**src/rtl/core/mnps_pkg.sv**
```systemverilog
// mnps_pkg: shared constants, types and widths for the nearest pose search
// no dependencies; used by mnps_cell, mnps_dist and masked_nearest_pose_search
`timescale 1ns / 1ps

package mnps_pkg;

    // table size and derived widths
    localparam int MAX_ENTRIES = 64;
    localparam int IDX_W       = (MAX_ENTRIES > 1) ? $clog2(MAX_ENTRIES) : 1;
    localparam int CMP_W       = (IDX_W + 1 > 7) ? IDX_W + 1 : 7;

    // payload widths fixed by the field list
    localparam int NCOMP       = 6;
    localparam int COMP_W      = 16;
    localparam int SQ_W        = 32;
    localparam int PAIR_W      = SQ_W + 1;
    localparam int DIST_W      = 35;
    localparam int OUT_DIST_W  = 37;
    localparam int OUT_IDX_W   = 6;
    localparam int COUNT_W     = 7;

    // input kind codes
    localparam logic KIND_LOAD  = 1'b0;
    localparam logic KIND_QUERY = 1'b1;

    // six components: pos x/y/z then dir x/y/z
    typedef logic [NCOMP-1:0][COMP_W-1:0] t_vec;

    typedef struct packed {
        t_vec comp;
        logic cand;
    } t_entry;

    // control carried alongside the distance pipeline
    typedef struct packed {
        logic             valid;
        logic             last;
        logic [IDX_W-1:0] idx;
    } t_tag;

endpackage

```
**src/rtl/core/mnps_dist.sv**
```systemverilog
// mnps_dist: four stage squared distance pipeline (difference, square, pair sum, total)
// depends on mnps_pkg
`timescale 1ns / 1ps

module mnps_dist (
    input  logic                          i_clk,
    input  logic                          i_rst_n,
    input  mnps_pkg::t_vec                i_vec,
    input  mnps_pkg::t_vec                i_qvec,
    input  mnps_pkg::t_tag                i_tag,
    output mnps_pkg::t_tag                o_tag,
    output logic [mnps_pkg::DIST_W-1:0]   o_dist
);

    logic signed [mnps_pkg::COMP_W:0]     n_diff [mnps_pkg::NCOMP];
    logic signed [mnps_pkg::COMP_W:0]     r_diff [mnps_pkg::NCOMP];
    logic signed [2*mnps_pkg::COMP_W+1:0] n_prod [mnps_pkg::NCOMP];
    logic [mnps_pkg::SQ_W-1:0]            r_sq   [mnps_pkg::NCOMP];
    logic [mnps_pkg::PAIR_W-1:0]          r_pair [mnps_pkg::NCOMP/2];
    logic [mnps_pkg::DIST_W-1:0]          n_sum;
    logic [mnps_pkg::DIST_W-1:0]          r_sum;
    mnps_pkg::t_tag                       r_tag_a;
    mnps_pkg::t_tag                       r_tag_b;
    mnps_pkg::t_tag                       r_tag_c;
    mnps_pkg::t_tag                       r_tag_d;

    // sign extended component differences
    always_comb begin
        for (int k = 0; k < mnps_pkg::NCOMP; k++) begin
            n_diff[k] = $signed({i_vec[k][mnps_pkg::COMP_W-1], i_vec[k]})
                      - $signed({i_qvec[k][mnps_pkg::COMP_W-1], i_qvec[k]});
        end
    end

    // one squarer per component, independent of each other
    always_comb begin
        for (int k = 0; k < mnps_pkg::NCOMP; k++) begin
            n_prod[k] = r_diff[k] * r_diff[k];
        end
    end

    // total of the pair sums
    always_comb begin
        n_sum = '0;
        for (int k = 0; k < mnps_pkg::NCOMP/2; k++) begin
            n_sum = n_sum + mnps_pkg::DIST_W'(r_pair[k]);
        end
    end

    // datapath stages
    always_ff @(posedge i_clk) begin
        for (int k = 0; k < mnps_pkg::NCOMP; k++) begin
            r_diff[k] <= n_diff[k];
            r_sq[k]   <= n_prod[k][mnps_pkg::SQ_W-1:0];
        end
        for (int k = 0; k < mnps_pkg::NCOMP/2; k++) begin
            r_pair[k] <= mnps_pkg::PAIR_W'(r_sq[2*k]) + mnps_pkg::PAIR_W'(r_sq[2*k+1]);
        end
        r_sum <= n_sum;
    end

    // tag stages
    always_ff @(posedge i_clk) begin
        if (!i_rst_n) begin
            r_tag_a <= '0;
            r_tag_b <= '0;
            r_tag_c <= '0;
            r_tag_d <= '0;
        end else begin
            r_tag_a <= i_tag;
            r_tag_b <= r_tag_a;
            r_tag_c <= r_tag_b;
            r_tag_d <= r_tag_c;
        end
    end

    assign o_tag  = r_tag_d;
    assign o_dist = r_sum;

endmodule

```
**config.mk**
```make
export PLATFORM = sky130hd
export DESIGN_NAME = mnps_dist
export DESIGN_NICKNAME = d
export VERILOG_FILES = /design/src/rtl/core/mnps_pkg.sv /design/src/rtl/core/mnps_dist.sv
export SDC_FILE = /design/constraint.sdc
export NUM_CORES = 2
export LEC_CHECK = 0
export BUFFER_PORTS_ARGS = -buffer_cell sky130_fd_sc_hd__buf_4
export CAP_MARGIN = 5
export CORE_ASPECT_RATIO = 1.25
export CORE_UTILIZATION = 66
export DETAILED_ROUTE_END_ITERATION = 6
export PLACE_DENSITY = 0.81
export SYNTH_ARGS = -nofsm -noshare
export SYNTH_HDL_FRONTEND = slang
export SYNTH_SLANG_ARGS = --single-unit
```
**constraint.sdc**
```tcl
create_clock -name i_clk -period 9.2 [get_ports i_clk]
set_input_delay 0 -clock i_clk [delete_from_list [all_inputs] [get_ports i_clk]]
set_output_delay 0 -clock i_clk [all_outputs]
set_load 0.005 [all_outputs]
```
Word level (Yosys, flattened, before mapping):

Memories as Yosys holds them, arrays and structs flattened.
Cells that the tools add are included.

* register bits after elaboration: 67
* bits in writable memories: 393
* input port bits: 202
* output and inout bits: 43
* logic and storage cells: 33
* memories: 3

Memory list
* r_sq: depth 6, bits a word 32, read ports 6, clocked after Yosys merged registers in 0, wr ports 6, RTL line mnps_dist.sv:18 `logic [mnps_pkg::SQ_W-1:0] r_sq [mnps_pkg::NCOMP];`
* r_diff: depth 6, bits a word 17, read ports 6, clocked after Yosys merged registers in 0, wr ports 6, RTL line mnps_dist.sv:16 `logic signed [mnps_pkg::COMP_W:0] r_diff [mnps_pkg::NCOMP];`
* r_pair: depth 3, bits a word 33, read ports 3, clocked after Yosys merged registers in 0, wr ports 3, RTL line mnps_dist.sv:19 `logic [mnps_pkg::PAIR_W-1:0] r_pair [mnps_pkg::NCOMP/2];`

* add/sub/neg operators: 11
* multipliers: 6

Operators with widths (count)
* $mul A17 B17 Y32: 6
* $sub A16 B16 Y17: 6
* $add A32 B32 Y33: 3
* $add A34 B33 Y35: 1
* $add A33 B33 Y34: 1

Longest topological paths before layout:

* word-level depth: 2
* mapped depth: 26
* gate-level depth less buffers: 25

Worst setup path before layout:

OpenSTA, ideal clock, no wires.

* path type: register to register
* start: mem r_diff[4][5] (netlist name)
* end: mem r_sq[4][31] (netlist name)
* setup time: 72 ps
* arrival time: 6336 ps
* slack: 2792 ps
* stages on the path, launching flop included: 26
* period minus slack after synthesis: 6408 ps
* cells stage by stage: dfxtp_1 > clkbuf_1 > clkbuf_1 > nand2_1 > fa_1 > inv_1 > fa_1 > inv_1 > fa_1 > inv_1 > fa_1 > fa_1 > inv_1 > fa_1 > inv_1 > ha_1 > a21o_1 > a221oi_2 > o21ai_1 > a21oi_2 > o21ai_2 > a2111oi_4 > nor3_1 > or3_1 > a21oi_1 > xor2_1

RTL lines (RTL line)
* start, declared: mnps_dist.sv:16
* end, declared: mnps_dist.sv:18

==> results.txt <==
status = finished, violations left
failing checks = design-rule violations
Mapped Area = 0.0756 mm2
post-CTS setup buffer count = 0
number of global-route vias before repair = 61,491
crit start category = flip-flop
top post-synthesis cells by count = inv_1, fa_1, ha_1
Core Rows = 138
Final Cycle Share = 77.0%
Die W = 305 um
placed cell count = 9,525
Total GRT Usage = 31.9%
Chip Height = 380 um
Worst EP arrival = 7.64 ns
clk slew on worst S/H paths = 0.06 ns
first-pass GRT wire length = 296,000 um
initial core utilization = 66.6%
Mapped Cells = 7,949
FFs w/ async S/R, synth = 0%
worst-path cell chain = nand2_1, inv_1, fa_1, fa_1, fa_1, fa_1, fa_1, inv_1, fa_1, inv_1, ha_1, a21oi_1, o21bai_1, a21o_1, a21o_1, a21o_1, a2111oi_4, nor3_1, or3_1, a21oi_1, xor2_1
max incr delay on CP = 0.98 ns
Syn Area/Cell = 9.51 um2
Final Setup Violations = 0
DR vias/cell = 5.47
max-cap violations = 0
storage element area = 0.00909 mm2
CTS tree = yes
synth unique cells = 88
Core Area = 0.113 mm2
critical path class = flip-flop to flip-flop
CP dominant cell by count = fa_1
worst path required time = 9.75 ns
slowest stage cell, crit path = dfxtp_1
top post-synthesis cells by area = fa_1, ha_1, dfxtp_1
Via Count = 54,366
Final Hold Fails = 0
initial antenna violation count = 3
count leader, synth = inv_1
crit-path max FO = 31
Hold WC Path Type = input port to flip-flop
crit end category = flip-flop
Fin Setup TNS = 0 ns
total grt overflow = 0
Top FF cell, synth = dfxtp_1
largest net degree at the start of global routing = 34
Final Slew Violations = 0
library cell with the largest summed area after synthesis = fa_1
multi-input logic area = 0.0578 mm2
Seq/Total Area, Yosys = 12.0%
# fillers = 7,781
number of nets in the layout = 10,937
DP HPWL = 139,000 um
max_slew headroom = 27.6%
clk_lat worst skew = 0.64 ns
RSZ-0062 raised after global routing = no
fin cells = 9,944
share of layout cells above drive strength 1 = 4.90%
RePlAce Congestion = 0.921
1st-pass router iterations = 7
post-synth top area share = 41.7%
die area = 0.116 mm2
clock sinks = 454
number of synthesized flops with an enable pin = 0
Antenna diodes = 0
register bit total from synthesis = 454
FMAX = 141 MHz
htree depth = 2
DR WL/cell = 17.7 um
post-layout min period = 7.08 ns
io pins = 245
# port buffers = 244
syn_nets = 10,454
Total Routed Length = 176,000 um
CTS max path bufs = 3
Worst-Margin Slew = 1.09 ns
initial drt markers = 2,808
Yosys warnings = 0
Root Buffer Master = clkbuf_16
Synth-to-Final Area Change = 11.0%
CTS buffer count = 51
DRC Markers = 1
Fin Clk Skew = 0.0223 ns
DRT antenna net count = 0
-- path summary, 6_finish.rpt --
| check | from | to | slack (ns) | cells past startpoint |
|---|---|---|---|---|
| setup / recovery | r_diff[4][16] | r_sq[4][31] | 2.12 | 21 |
| setup reg to reg | r_diff[4][16] | r_sq[4][31] | 2.12 | 21 |
| hold reg to reg | r_tag_c[4] | o_tag[4] | 0.42 | 1 |
| hold / removal | i_qvec[82] | r_diff[5][3] | 0.07 | 6 |
-- worst max-delay path: cells and delay by family (launching register included) --
kind | cells | cell delay [ns]
XOR/XNOR | 1 | 0.15
flip-flops | 1 | 0.98
adder cells (fa/ha/maj) | 7 | 3.42
AND/OR/NAND/NOR | 3 | 0.73
AO/OA/AOI/OAI | 7 | 1.41
buffers and inverters | 3 | 0.30
-- placed cells by master, fill, tap and decap left out, types with 10 or more instances in the layout --
cell,n
a211oi_1,20
a21boi_0,21
a21o_1,102
a21oi_1,211
a31o_2,19
a31oi_1,24
and2_1,365
and3_1,31
buf_4,251
clkbuf_16,53
dfxtp_1,454
dlygate4sd3_1,324
fa_1,1575
ha_1,728
inv_1,2178
nand2_1,571
nand2b_1,57
nand3_1,61
nand4_1,22
nor2_1,308
nor2b_1,119
nor3_1,50
nor4_1,10
o2111ai_1,13
o211ai_1,16
o21a_1,58
o21ai_0,142
o21bai_1,35
or2_2,18
or3_1,27
xnor2_1,336
xor2_1,94
-- metal layers --
metal	track usage, %	up-vias	wire (um)
li1	-	24690	-
met1	37.0	27534	64100
met2	59.6	1645	95100
met3	3.53	497	9050
met4	13.0	0	7600
met5	0	-	0
-- final cells by class --
type                            count  area share (%)
Clock buffer                       66            1.75
Multi-Input combinational cell   5172            68.9
Tap cell                         1470            2.19
Clock inverter                     29           0.489
Sequential cell                   454            10.8
Timing Repair Buffer              575            6.11
Inverter                         2178            9.75
-- cells by family after synthesis --
kind of cell	after synthesis	synth area share [%]
flops	454	12.0
xor+xnor	430	4.98
fa+ha+maj	2303	53.8
compound gates	770	6.85
buf+inv	2323	11.5
mux	9	0.129
simple gates	1660	10.7
-- sequential cells by signal, indices dropped and copies added, names as in the netlist --
signal   cells
r_tag_b      8
r_diff     102
o_tag        8
r_tag_c      8
r_sq       186
r_pair      99
o_dist      35
r_tag_a      8
-- stage by stage --
| step | cell area, um2 | hold WS (ns) | worst slack, ns | util, % |
|---|---|---|---|---|
| finish | 83900 | 0.0702 | 2.12 | 73.9 |
| CTS | 83900 | 0.0124 | 2.12 | 73.9 |
| floorplan | 75600 | 0.122 | 2.79 | - |
| detailed placement | 78800 | 0.212 | 2.13 | 69.4 |
| global route | 83900 | 0.0592 | 1.73 | 73.9 |
| global placement | 78800 | 0.213 | 2.44 | 69.4 |
-- timing repair --
item,4_1_cts,5_1_grt
hold buffers,324,0
gates resized for setup,0,0
hold endpoints to repair,134,0
Power is left out: the tool's default activity adds up to more than one toggle a clock period on the data nets, which glitch-free logic cannot reach.
