File: config.mk
export PLATFORM = sky130hd
export DESIGN_NAME = mnps_cell
export DESIGN_NICKNAME = d
export VERILOG_FILES = /design/src/rtl/core/mnps_pkg.sv /design/src/rtl/core/mnps_cell.sv
export SDC_FILE = /design/constraint.sdc
export NUM_CORES = 1
export LEC_CHECK = 0
export ABC_CLOCK_PERIOD_IN_PS = 5050
export BUFFER_PORTS_ARGS = -buffer_cell sky130_fd_sc_hd__buf_2
export CAP_MARGIN = 10
export CORE_AREA = 2 2 113 115
export CTS_BUF_LIST = sky130_fd_sc_hd__clkbuf_16
export CTS_CLUSTER_DIAMETER = 30
export DETAILED_ROUTE_END_ITERATION = 6
export DIE_AREA = 0 0 115 117
export GPL_TIMING_DRIVEN = 1
export HOLD_SLACK_MARGIN = 0.03
export PLACE_DENSITY = 0.68
export SETUP_SLACK_MARGIN = 0.5
export SLEW_MARGIN = 0
export SYNTH_ARGS = -nofsm -noshare
export SYNTH_HDL_FRONTEND = slang
export SYNTH_SLANG_ARGS = --single-unit
File: constraint.sdc
create_clock -name i_clk -period 5.05 [get_ports i_clk]
set_input_delay 0.7575 -clock i_clk [delete_from_list [all_inputs] [get_ports i_clk]]
set_output_delay 0.7575 -clock i_clk [all_outputs]
set_load 0.1 [all_outputs]
File: src/rtl/core/mnps_pkg.sv
// mnps_pkg: shared constants, types and widths for the nearest pose search
// no dependencies; used by mnps_cell, mnps_dist and masked_nearest_pose_search
`timescale 1ns / 1ps

package mnps_pkg;

    // table size and derived widths
    localparam int MAX_ENTRIES = 64;
    localparam int IDX_W       = (MAX_ENTRIES > 1) ? $clog2(MAX_ENTRIES) : 1;
    localparam int CMP_W       = (IDX_W + 1 > 7) ? IDX_W + 1 : 7;

    // payload widths fixed by the field list
    localparam int NCOMP       = 6;
    localparam int COMP_W      = 16;
    localparam int SQ_W        = 32;
    localparam int PAIR_W      = SQ_W + 1;
    localparam int DIST_W      = 35;
    localparam int OUT_DIST_W  = 37;
    localparam int OUT_IDX_W   = 6;
    localparam int COUNT_W     = 7;

    // input kind codes
    localparam logic KIND_LOAD  = 1'b0;
    localparam logic KIND_QUERY = 1'b1;

    // six components: pos x/y/z then dir x/y/z
    typedef logic [NCOMP-1:0][COMP_W-1:0] t_vec;

    typedef struct packed {
        t_vec comp;
        logic cand;
    } t_entry;

    // control carried alongside the distance pipeline
    typedef struct packed {
        logic             valid;
        logic             last;
        logic [IDX_W-1:0] idx;
    } t_tag;

endpackage

File: src/rtl/core/mnps_cell.sv
// mnps_cell: one table slot of the rotating entry ring
// depends on mnps_pkg
`timescale 1ns / 1ps

module mnps_cell (
    input  logic           i_clk,
    input  logic           i_rst_n,
    input  logic           i_shift,
    input  logic           i_load,
    input  mnps_pkg::t_entry i_load_entry,
    input  mnps_pkg::t_entry i_next,
    output mnps_pkg::t_entry o_entry
);

    mnps_pkg::t_vec r_comp;
    logic           r_cand;

    // component payload, no reset
    always_ff @(posedge i_clk) begin
        if (i_load) begin
            r_comp <= i_load_entry.comp;
        end else if (i_shift) begin
            r_comp <= i_next.comp;
        end
    end

    // candidate bit, cleared by reset
    always_ff @(posedge i_clk) begin
        if (!i_rst_n) begin
            r_cand <= 1'b0;
        end else if (i_load) begin
            r_cand <= i_load_entry.cand;
        end else if (i_shift) begin
            r_cand <= i_next.cand;
        end
    end

    assign o_entry.comp = r_comp;
    assign o_entry.cand = r_cand;

endmodule

== Yosys cells after proc, flatten, opt, wreduce, memory -nomap -nowiden ==
Index checks and enable logic that the tools add are counted.
Cells by class
  multiplexer cells: 4
  reductions and logical operators: 1
Operator list (number)
  96-bit 2-to-1 mux: 2
  1-bit 2-to-1 mux: 2
  2-bit nonzero test: 1
Storage, ports and cells
  bits in registers: 97
  input bits: 198
  logic and storage cells: 12
  output and inout port bits: 97

== Logic depth before layout (Yosys ltp) ==
Gate-level depths: netlist (run 1).
  depth in word-level cells: 2
  mapped depth: 4
  depth with buffers taken out: 2

== Least setup slack after synthesis (run 1) ==
No wires, ideal clock.
  path kind: in2reg
  start point: input i_load
  end point: register r_comp (netlist bit o_entry[10]) (enable)
  path buffers: 3
  setup time: 0.461 ns
  stages on the path: 4
  data required time: 4.589 ns
  slack: 1.310 ns
  arrival: 3.280 ns
  cells stage by stage: buf_6 -> buf_6 -> buf_6 -> or2_1
On the way
  word-level cells in the longest chain between the ends: 1
RTL lines
  from (decl): RTL line mnps_cell.sv:9  | input logic i_load,
  2-bit nonzero test (no line)
  to (signal assigned): RTL line mnps_cell.sv:21  | r_comp <= i_load_entry.comp;
  to (signal assigned): RTL line mnps_cell.sv:23  | r_comp <= i_next.comp;
  to (decl): RTL line mnps_cell.sv:15  | mnps_pkg::t_vec r_comp;
Every way passes these cells.
A chain may end at the register's enable or synchronous reset.

== Final worst setup path (run 1) ==
  start point: input i_load
  end point: register r_comp (netlist bit o_entry[26]) (enable)
The elaborated chain is that of the path after synthesis.

==> results of run 1 <==
[cells in the mapped netlist (all sizes together)]
library cell  count
o211a             1
edfxtp           96
dfxtp             1
mux2             97
buf              12
nand2b            1
or2               1
[report_power, final]
| group | internal (mW) | switching (mW) | total [mW] |
|---|---|---|---|
| sequential | 0.987 | 0.0211 | 1.01 |
| combinational | 0.168 | 0.740 | 0.908 |
| clock | 0.425 | 0.269 | 0.695 |
[through the flow]
step                      util [%]  area, sq um  std cells  worst slack (ps)
after detailed placement      46.5         5730        643              2010
after floorplan                  -         4130        209              1310
after global routing          49.0         6030        659              2270
after global placement        46.5         5730        643              2130
final                         49.0         6030        659              2430
after CTS                     49.0         6030        659              2370
[final timing paths]
kind,from,endpoint,slack [ps],cells after the start
max,i_load,o_entry[26]$_DFFE_PP_,2430,3
min,r_cand$_SDFFE_PN0P_,r_cand$_SDFFE_PN0P_,620,2
max reg2reg,r_cand$_SDFFE_PN0P_,r_cand$_SDFFE_PN0P_,4190,2
min reg2reg,r_cand$_SDFFE_PN0P_,r_cand$_SDFFE_PN0P_,620,2
[layer usage]
| layer | GRT usage, % | routed length [um] | vias to the layer above |
|---|---|---|---|
| li1 | - | - | 1410 |
| met1 | 13.8 | 3500 | 1340 |
| met2 | 25.3 | 5310 | 168 |
| met3 | 5.10 | 1040 | 8 |
| met4 | 5.78 | 134 | 0 |
| met5 | 0 | 0 | - |
[critical path: stages]
cell and delay, ps:
buf_4 470, or2_4 960, buf_4 390
[cell families after synthesis]
group / Yosys count / share of synthesized area (%)
flip-flops: 97 / 70.3
multiplexers: 97 / 27.2
AND/OR/NAND/NOR: 2 / 0.303
buffers and inverters: 12 / 1.97
AO/OA/AOI/OAI: 1 / 0.242
[sequential cells by signal, indices dropped and copies added, names as in the netlist]
register  cells
r_cand        1
o_entry      96
[layout make-up]
| cell class | instances | area share (%) |
|---|---|---|
| clock buffers | 9 | 3.73 |
| clock inverters | 7 | 1.31 |
| multi-input cells | 100 | 19.0 |
| flip-flops and latches | 97 | 48.1 |
| well taps | 150 | 3.11 |
| repair buffers | 296 | 24.7 |
==> impl_metrics.env, run 1 <==
export IMPL_nFillCells=1108
export IMPL_cts_sinks=97
export IMPL_syn_nets=407
export IMPL_power_per_cell_area_nw_per_um2=433
export IMPL_routabilityCongestion=0.781
export IMPL_max_freq_ghz=0.382
export IMPL_synth_top_area_share_pct=69.8
export IMPL_hpwl_um=7730
export IMPL_area_growth_syn_to_layout_pct=46.1
export IMPL_clkTransAtPathRegs_ps=60
export IMPL_syn_area_per_cell_sq_um=19.8
export IMPL_ant_nets=0
export IMPL_row_count=41
export IMPL_synth_seq_cells=97
export IMPL_overflow=0
export IMPL_start_util_pct=33.5
export IMPL_ys_types=10
export IMPL_seq_area_sq_um=2900
export IMPL_synth_area_leaders="edfxtp_1 70%, mux2_2 24%, mux2_4 2.9%, buf_2 0.97%, buf_6 0.82%"
export IMPL_die_x_um=115
export IMPL_drt_initial_drc_count=67
export IMPL_drtPass1Iterations=4
export IMPL_slew_headroom_pct=27.0
export IMPL_drt_wl_total_um=9990
export IMPL_antenna_found_initial=0
export IMPL_multiInputGateArea_sq_um=1150
export IMPL_p_leak_nw=2.74
export IMPL_post_cts_buffers=0
export IMPL_tritoncts="done"
export IMPL_timing_max_cap_violations=0
export IMPL_wl_per_cell_um=15.2
export IMPL_core_area_sq_um=12300
export IMPL_worstSetupStartpointType="input port"
export IMPL_worstMarginPinSlew_ps=1090
export IMPL_cts_resized=0
export IMPL_syn_area_sq_um=4130
export IMPL_syn_instance_count=209
export IMPL_whs_ps=623
export IMPL_end_kind="register"
export IMPL_hold_buffers=0
export IMPL_hold_class="reg2reg"
export IMPL_rsz0062_at_grt="no"
export IMPL_status="complete, no violations"
export IMPL_seq_area_frac_synth_pct=70.3
export IMPL_grt_pass1_wl_um=13700
export IMPL_cts_buffers=9
export IMPL_vias_per_cell=4.44
export IMPL_finalCritPeriodShare_pct=51.9
export IMPL_cts_max_path_buffers=2
export IMPL_critPathRequiredTime_ps=5070
export IMPL_grt_max_degree=83
export IMPL_crit_type="in2reg"
export IMPL_vias=2926
export IMPL_final_nets=702
export IMPL_io_buffers=294
export IMPL_dieArea_sq_um=13500
export IMPL_crit_arrival_ps=2640
export IMPL_ys_warnings_count=0
export IMPL_setup_viol=0
export IMPL_drcViolationCount=0
export IMPL_first_global_vias=2784
export IMPL_period_minus_slack_ps=2620
export IMPL_final_common_cell="buf_2"
export IMPL_fin_skew_ps=0
export IMPL_diodes=0
export IMPL_mostFrequentLayoutCells="293 x buf_2, 96 x edfxtp_1, 89 x mux2_2"
export IMPL_crit_path_max_fanout=82
export IMPL_drv_slew=0
export IMPL_yosysTopAreaCell="edfxtp_1"
export IMPL_worstSkewPairLatency_ps=320
export IMPL_power_mw=2.61
export IMPL_final_hold_violation_count=0
export IMPL_grt_total_usage_pct=13.6
export IMPL_die_h_um=117
export IMPL_cts_htree_levels=3
export IMPL_drive_above_1_share_pct=79.6
export IMPL_cts_root_buf="clkbuf_16"
export IMPL_ios=295
export IMPL_ir_worst_vdd_uv=197
export IMPL_finalSetupTns_ps=0
Note: power is estimated with default switching activity, not from simulation.
==> run 2: changes to the inputs <==
- ABC_CLOCK_PERIOD_IN_PS: 5050 -> 2200
- CORE_AREA: 2 2 113 115 -> 2 2 116 118
- DIE_AREA: 0 0 115 117 -> 0 0 118 120
- clock period: 5.05 -> 2.2 ns (I/O delays scaled with it)
==> run 2 against run 1 <==
  * Setup slack worse by 1700 ps
  * Total power up 130%
  * Clock power up 120%
  * Clock skew unchanged
  * Die area up 5.2%
  * Global-route usage up 0.84 points
  * Wire length up 3.9%
  * Hold slack worse by 400 ps
==> impl_metrics.env, run 2 (synthesis gave the netlist of run 1 again) <==
export IMPL_worstMarginPinSlew_ps=518
export IMPL_setup_viol=0
export IMPL_area_growth_syn_to_layout_pct=47.3
export IMPL_grt_pass1_wl_um=15700
export IMPL_final_hold_violation_count=0
export IMPL_hold_buffers=0
export IMPL_p_comb_share_pct=35.5
export IMPL_fin_skew_ps=0
export IMPL_end_kind="output pin"
export IMPL_nFillCells=1176
export IMPL_crit_family="buffers and inverters"
export IMPL_slew_headroom_pct=65.7
export IMPL_overflow=0
export IMPL_final_common_cell="buf_2"
export IMPL_sw_frac_of_total_pct=40.4
export IMPL_die_x_um=118
export IMPL_ant_nets=0
export IMPL_crit_path_max_fanout=1
export IMPL_clkPwrFrac_pct=25.3
export IMPL_crit_buf_inv=1
export IMPL_crit_arrival_ps=1140
export IMPL_seq_area_sq_um=2900
export IMPL_die_h_um=120
export IMPL_post_cts_buffers=0
export IMPL_crit_path_cell_trace="buf_2"
export IMPL_multiInputGateArea_sq_um=1150
export IMPL_max_freq_ghz=0.682
export IMPL_cts_resized=0
export IMPL_tritoncts="done"
export IMPL_antenna_found_initial=0
export IMPL_start_util_pct=31.8
export IMPL_internal_power_mw=3.52
export IMPL_worstSetupStartpointType="register"
export IMPL_clkTransAtPathRegs_ps=60
export IMPL_core_area_sq_um=13000
export IMPL_period_minus_slack_ps=1470
export IMPL_ios=295
export IMPL_drt_initial_drc_count=137
export IMPL_io_buffers=294
export IMPL_power_switching_mw=2.39
export IMPL_drt_wl_total_um=10400
export IMPL_cts_root_buf="clkbuf_16"
export IMPL_critPathMaxStageDelay_ps=440
export IMPL_finalSetupTns_ps=0
export IMPL_drcViolationCount=0
export IMPL_cts_max_path_buffers=2
export IMPL_wl_per_cell_um=15.1
export IMPL_slowest_stage="buf_2"
export IMPL_largest_reg_flops=96
export IMPL_rsz0062_at_grt="no"
export IMPL_place_ws_ps=569
export IMPL_whs_ps=224
export IMPL_drtPass1Iterations=4
export IMPL_vias=3013
export IMPL_drive_above_1_share_pct=80.0
export IMPL_hold_class="in2reg"
export IMPL_final_nets=704
export IMPL_seqPwrFrac_pct=39.2
export IMPL_critPathRequiredTime_ps=1870
export IMPL_p_leak_nw=2.75
export IMPL_cts_htree_levels=3
export IMPL_finalCritPeriodShare_pct=66.7
export IMPL_drv_slew=0
export IMPL_routabilityCongestion=0.773
export IMPL_status="complete, no violations"
export IMPL_diodes=0
export IMPL_cts_buffers=9
export IMPL_grt_max_degree=96
export IMPL_vias_per_cell=4.39
export IMPL_first_global_vias=3155
export IMPL_mostFrequentLayoutCells="293 x buf_2, 96 x edfxtp_1, 89 x mux2_2"
export IMPL_ir_worst_vdd_uv=361
export IMPL_r2r_slack_ps=1330
export IMPL_grt_total_usage_pct=14.5
export IMPL_crit_type="reg2out"
export IMPL_cts_sinks=97
export IMPL_worstSkewPairLatency_ps=340
export IMPL_fin_ws_ps=733
export IMPL_power_per_cell_area_nw_per_um2=972
export IMPL_dieArea_sq_um=14200
export IMPL_row_count=42
export IMPL_timing_max_cap_violations=0
## run 2: cell count changes in the layout (fill, tap and decap cells not counted)
cell / delta
clkinv_1: -1
buf_12: +2
inv_1: -1
clkinv_2: +3
bufinv_16: -1
## run 2: layout make-up
type / count / share of cell area (%)
Sequential cell: 97 / 47.7
Timing Repair Buffer: 298 / 25.1
Multi-Input combinational cell: 100 / 18.9
Clock buffer: 9 / 3.70
Tap cell: 176 / 3.62
Clock inverter: 7 / 0.926
## run 2: worst paths after layout
kind	cells after the start	startpoint	endpoint
max reg2reg	2	r_cand$_SDFFE_PN0P_	r_cand$_SDFFE_PN0P_
min reg2reg	2	r_cand$_SDFFE_PN0P_	r_cand$_SDFFE_PN0P_
max	1	o_entry[18]$_DFFE_PP_	o_entry[18]
min	2	i_rst_n	r_cand$_SDFFE_PN0P_
## run 2: per-stage QoR
| stage | instance area, sq um | total power, mW | instances | utilization, % |
|---|---|---|---|---|
| global placement | 5800 | 4.44 | 671 | 44.7 |
| global route | 6080 | 6.09 | 687 | 46.8 |
| finish | 6080 | 5.91 | 687 | 46.8 |
| CTS | 6080 | 5.98 | 687 | 46.8 |
| detailed placement | 5800 | 4.47 | 671 | 44.7 |
| floorplan | 4140 | 4.06 | 209 | - |
## run 2: power by group through the flow
stage | combinational (mW) | clock, mW | sequential, mW
6_report | 2.10 | 1.50 | 2.32
4_1_cts | 2.11 | 1.54 | 2.32
3_3_place_gp | 2.10 | 0 | 2.35
2_1_floorplan | 0.231 | 0 | 3.83
5_1_grt | 2.16 | 1.60 | 2.33
3_5_place_dp | 2.11 | 0 | 2.36
## run 2: layer usage
metal | global-route usage [%] | up-vias | wire, um
met3 | 4.18 | 20 | 820
met4 | 7.45 | 0 | 276
met1 | 15.3 | 1407 | 3800
met2 | 26.3 | 174 | 5480
met5 | 0 | - | 0
li1 | - | 1412 | -
==> run 3: changes to the inputs <==
- ABC_CLOCK_PERIOD_IN_PS: 2200 -> 1400
- CORE_AREA: 2 2 116 118 -> 2 2 113 115
- DIE_AREA: 0 0 118 120 -> 0 0 115 117
- clock period: 2.2 -> 1.4 ns (I/O delays scaled with it)
==> run 3 against run 2 <==
  * Die area fell by 5.0%
  * Design area rose by 13%
  * Sequential share of layout area shrank 5.4 points
  * Critical path depth unchanged
  * Non-clock buffer count rose by 6
  * Total power rose by 73%
==> impl_metrics.env, run 3 (synthesis gave the netlist of run 1 again) <==
export IMPL_clkPwrFrac_pct=27.2
export IMPL_ant_nets=0
export IMPL_area_growth_syn_to_layout_pct=66.0
export IMPL_first_global_vias=3010
export IMPL_mostFrequentLayoutCells="196 x buf_2, 96 x edfxtp_1, 94 x buf_6"
export IMPL_wl_per_cell_um=16.1
export IMPL_die_h_um=117
export IMPL_p_leak_nw=3.04
export IMPL_hpwl_um=7780
export IMPL_start_util_pct=33.5
export IMPL_timing_max_cap_violations=0
export IMPL_tritoncts="done"
export IMPL_grt_total_usage_pct=14.7
export IMPL_io_buffers=294
export IMPL_post_cts_buffers=0
export IMPL_finalSetupTns_ps=0
export IMPL_vias=3021
export IMPL_finalCritPeriodShare_pct=84.8
export IMPL_slew_headroom_pct=82.6
export IMPL_crit_type="reg2out"
export IMPL_row_count=41
export IMPL_slowest_stage="edfxtp_1"
export IMPL_drtPass1Iterations=4
export IMPL_largest_reg_flops=96
export IMPL_diodes=0
export IMPL_final_nets=710
export IMPL_period_minus_slack_ps=1190
export IMPL_p_comb_share_pct=36.5
export IMPL_end_kind="output pin"
export IMPL_drt_wl_total_um=10800
export IMPL_routabilityCongestion=0.763
export IMPL_hold_class="in2reg"
export IMPL_die_x_um=115
export IMPL_grt_pass1_wl_um=14700
export IMPL_setup_worst_path_start="o_entry[44]$_DFFE_PP_"
export IMPL_ios=295
export IMPL_critPathRequiredTime_ps=1190
export IMPL_dieArea_sq_um=13500
export IMPL_whs_ps=106
export IMPL_cts_buffers=9
export IMPL_crit_path_cell_trace="buf_6"
export IMPL_min_from="i_rst_n"
export IMPL_crit_arrival_ps=980
export IMPL_antenna_found_initial=0
export IMPL_setup_viol=0
export IMPL_power_per_cell_area_nw_per_um2=1490
export IMPL_nFillCells=973
export IMPL_crit_path_max_fanout=1
export IMPL_cts_htree_levels=3
export IMPL_cts_sinks=97
export IMPL_max_freq_ghz=0.843
export IMPL_regToRegStartpoint="r_cand$_SDFFE_PN0P_"
export IMPL_drive_above_1_share_pct=80.7
export IMPL_crit_buf_inv=1
export IMPL_internal_power_mw=6.34
export IMPL_worstSkewPairLatency_ps=340
export IMPL_status="complete, no violations"
export IMPL_sw_frac_of_total_pct=38.1
export IMPL_clkTransAtPathRegs_ps=70
export IMPL_final_hold_violation_count=0
export IMPL_cts_max_path_buffers=2
export IMPL_drt_initial_drc_count=151
export IMPL_power_switching_mw=3.90
export IMPL_ir_worst_vdd_uv=633
export IMPL_core_area_sq_um=12300
export IMPL_drv_slew=0
export IMPL_overflow=0
export IMPL_finish_utilization_pct=55.7
export IMPL_final_common_cell="buf_2"
export IMPL_fin_skew_ps=0
export IMPL_crit_family="flip-flops"
export IMPL_seqPwrFrac_pct=36.3
export IMPL_grt_max_degree=47
export IMPL_drcViolationCount=0
export IMPL_worstMarginPinSlew_ps=261
export IMPL_rsz0062_at_grt="yes"
export IMPL_vias_per_cell=4.53
export IMPL_critPathMaxStageDelay_ps=420
export IMPL_worstSetupStartpointType="register"
export IMPL_cts_root_buf="clkbuf_16"
export IMPL_hold_buffers=0
[run 3: changes by cell type in the layout (fill, tap and decap cells not counted), moves of 2 or more]
cell	previous run	this run
buf_2	293	196
buf_6	0	94
buf_8	0	4
buf_12	2	4
bufinv_16	1	3
clkbuf_16	9	11
clkinv_2	3	1
[run 3: final cells by class]
class / instances / area, sq um / share of cell area, %
repair buffers: 304 / 2280 / 33.3
multi-input cells: 100 / 1150 / 16.7
flip-flops and latches: 97 / 2900 / 42.4
well taps: 150 / 188 / 2.74
clock inverters: 7 / 110 / 1.61
clock buffers: 9 / 225 / 3.29
[run 3: path summary, 6_finish.rpt]
check,depth (start not counted),slack (ps),end
setup / recovery,1,210,o_entry[44]
hold / removal,2,110,r_cand$_SDFFE_PN0P_
setup reg to reg,2,490,r_cand$_SDFFE_PN0P_
hold reg to reg,2,670,r_cand$_SDFFE_PN0P_
[run 3: metal layers]
layer  vias up  track usage, %  share of wire, %
met5         -               0                 0
met4         0            7.71               2.5
met3        17            4.84               8.3
met2       162            27.3                54
met1      1412            14.5                35
li1       1430               -                 -
[run 3: repair_timing]
| action | in CTS | in global routing |
|---|---|---|
| gates resized for setup | 197 | 6 |
| gates cloned | 0 | 3 |
| endpoints found under the hold margin | 0 | 0 |
| setup endpoints to repair | 97 | 135 |
[run 3: power by group through the flow]
stage	Combinational [mW]	Sequential, mW	Clock (mW)
2_1_floorplan	0.364	6.02	0
3_3_place_gp	3.30	3.69	0
3_5_place_dp	3.32	3.70	0
4_1_cts	3.71	3.72	2.85
5_1_grt	3.83	3.75	2.96
6_report	3.73	3.72	2.79
[run 3: per-stage QoR]
| step | power (mW) | instance area [sq um] | std cells | setup WS [ps] |
|---|---|---|---|---|
| finish | 10.2 | 6850 | 667 | 213 |
| global route | 10.5 | 6850 | 667 | 181 |
| CTS | 10.3 | 6770 | 664 | 188 |
| detailed placement | 7.02 | 5810 | 648 | 130 |
| global placement | 6.99 | 5810 | 648 | 166 |
| floorplan | 6.38 | 4140 | 209 | -327 |
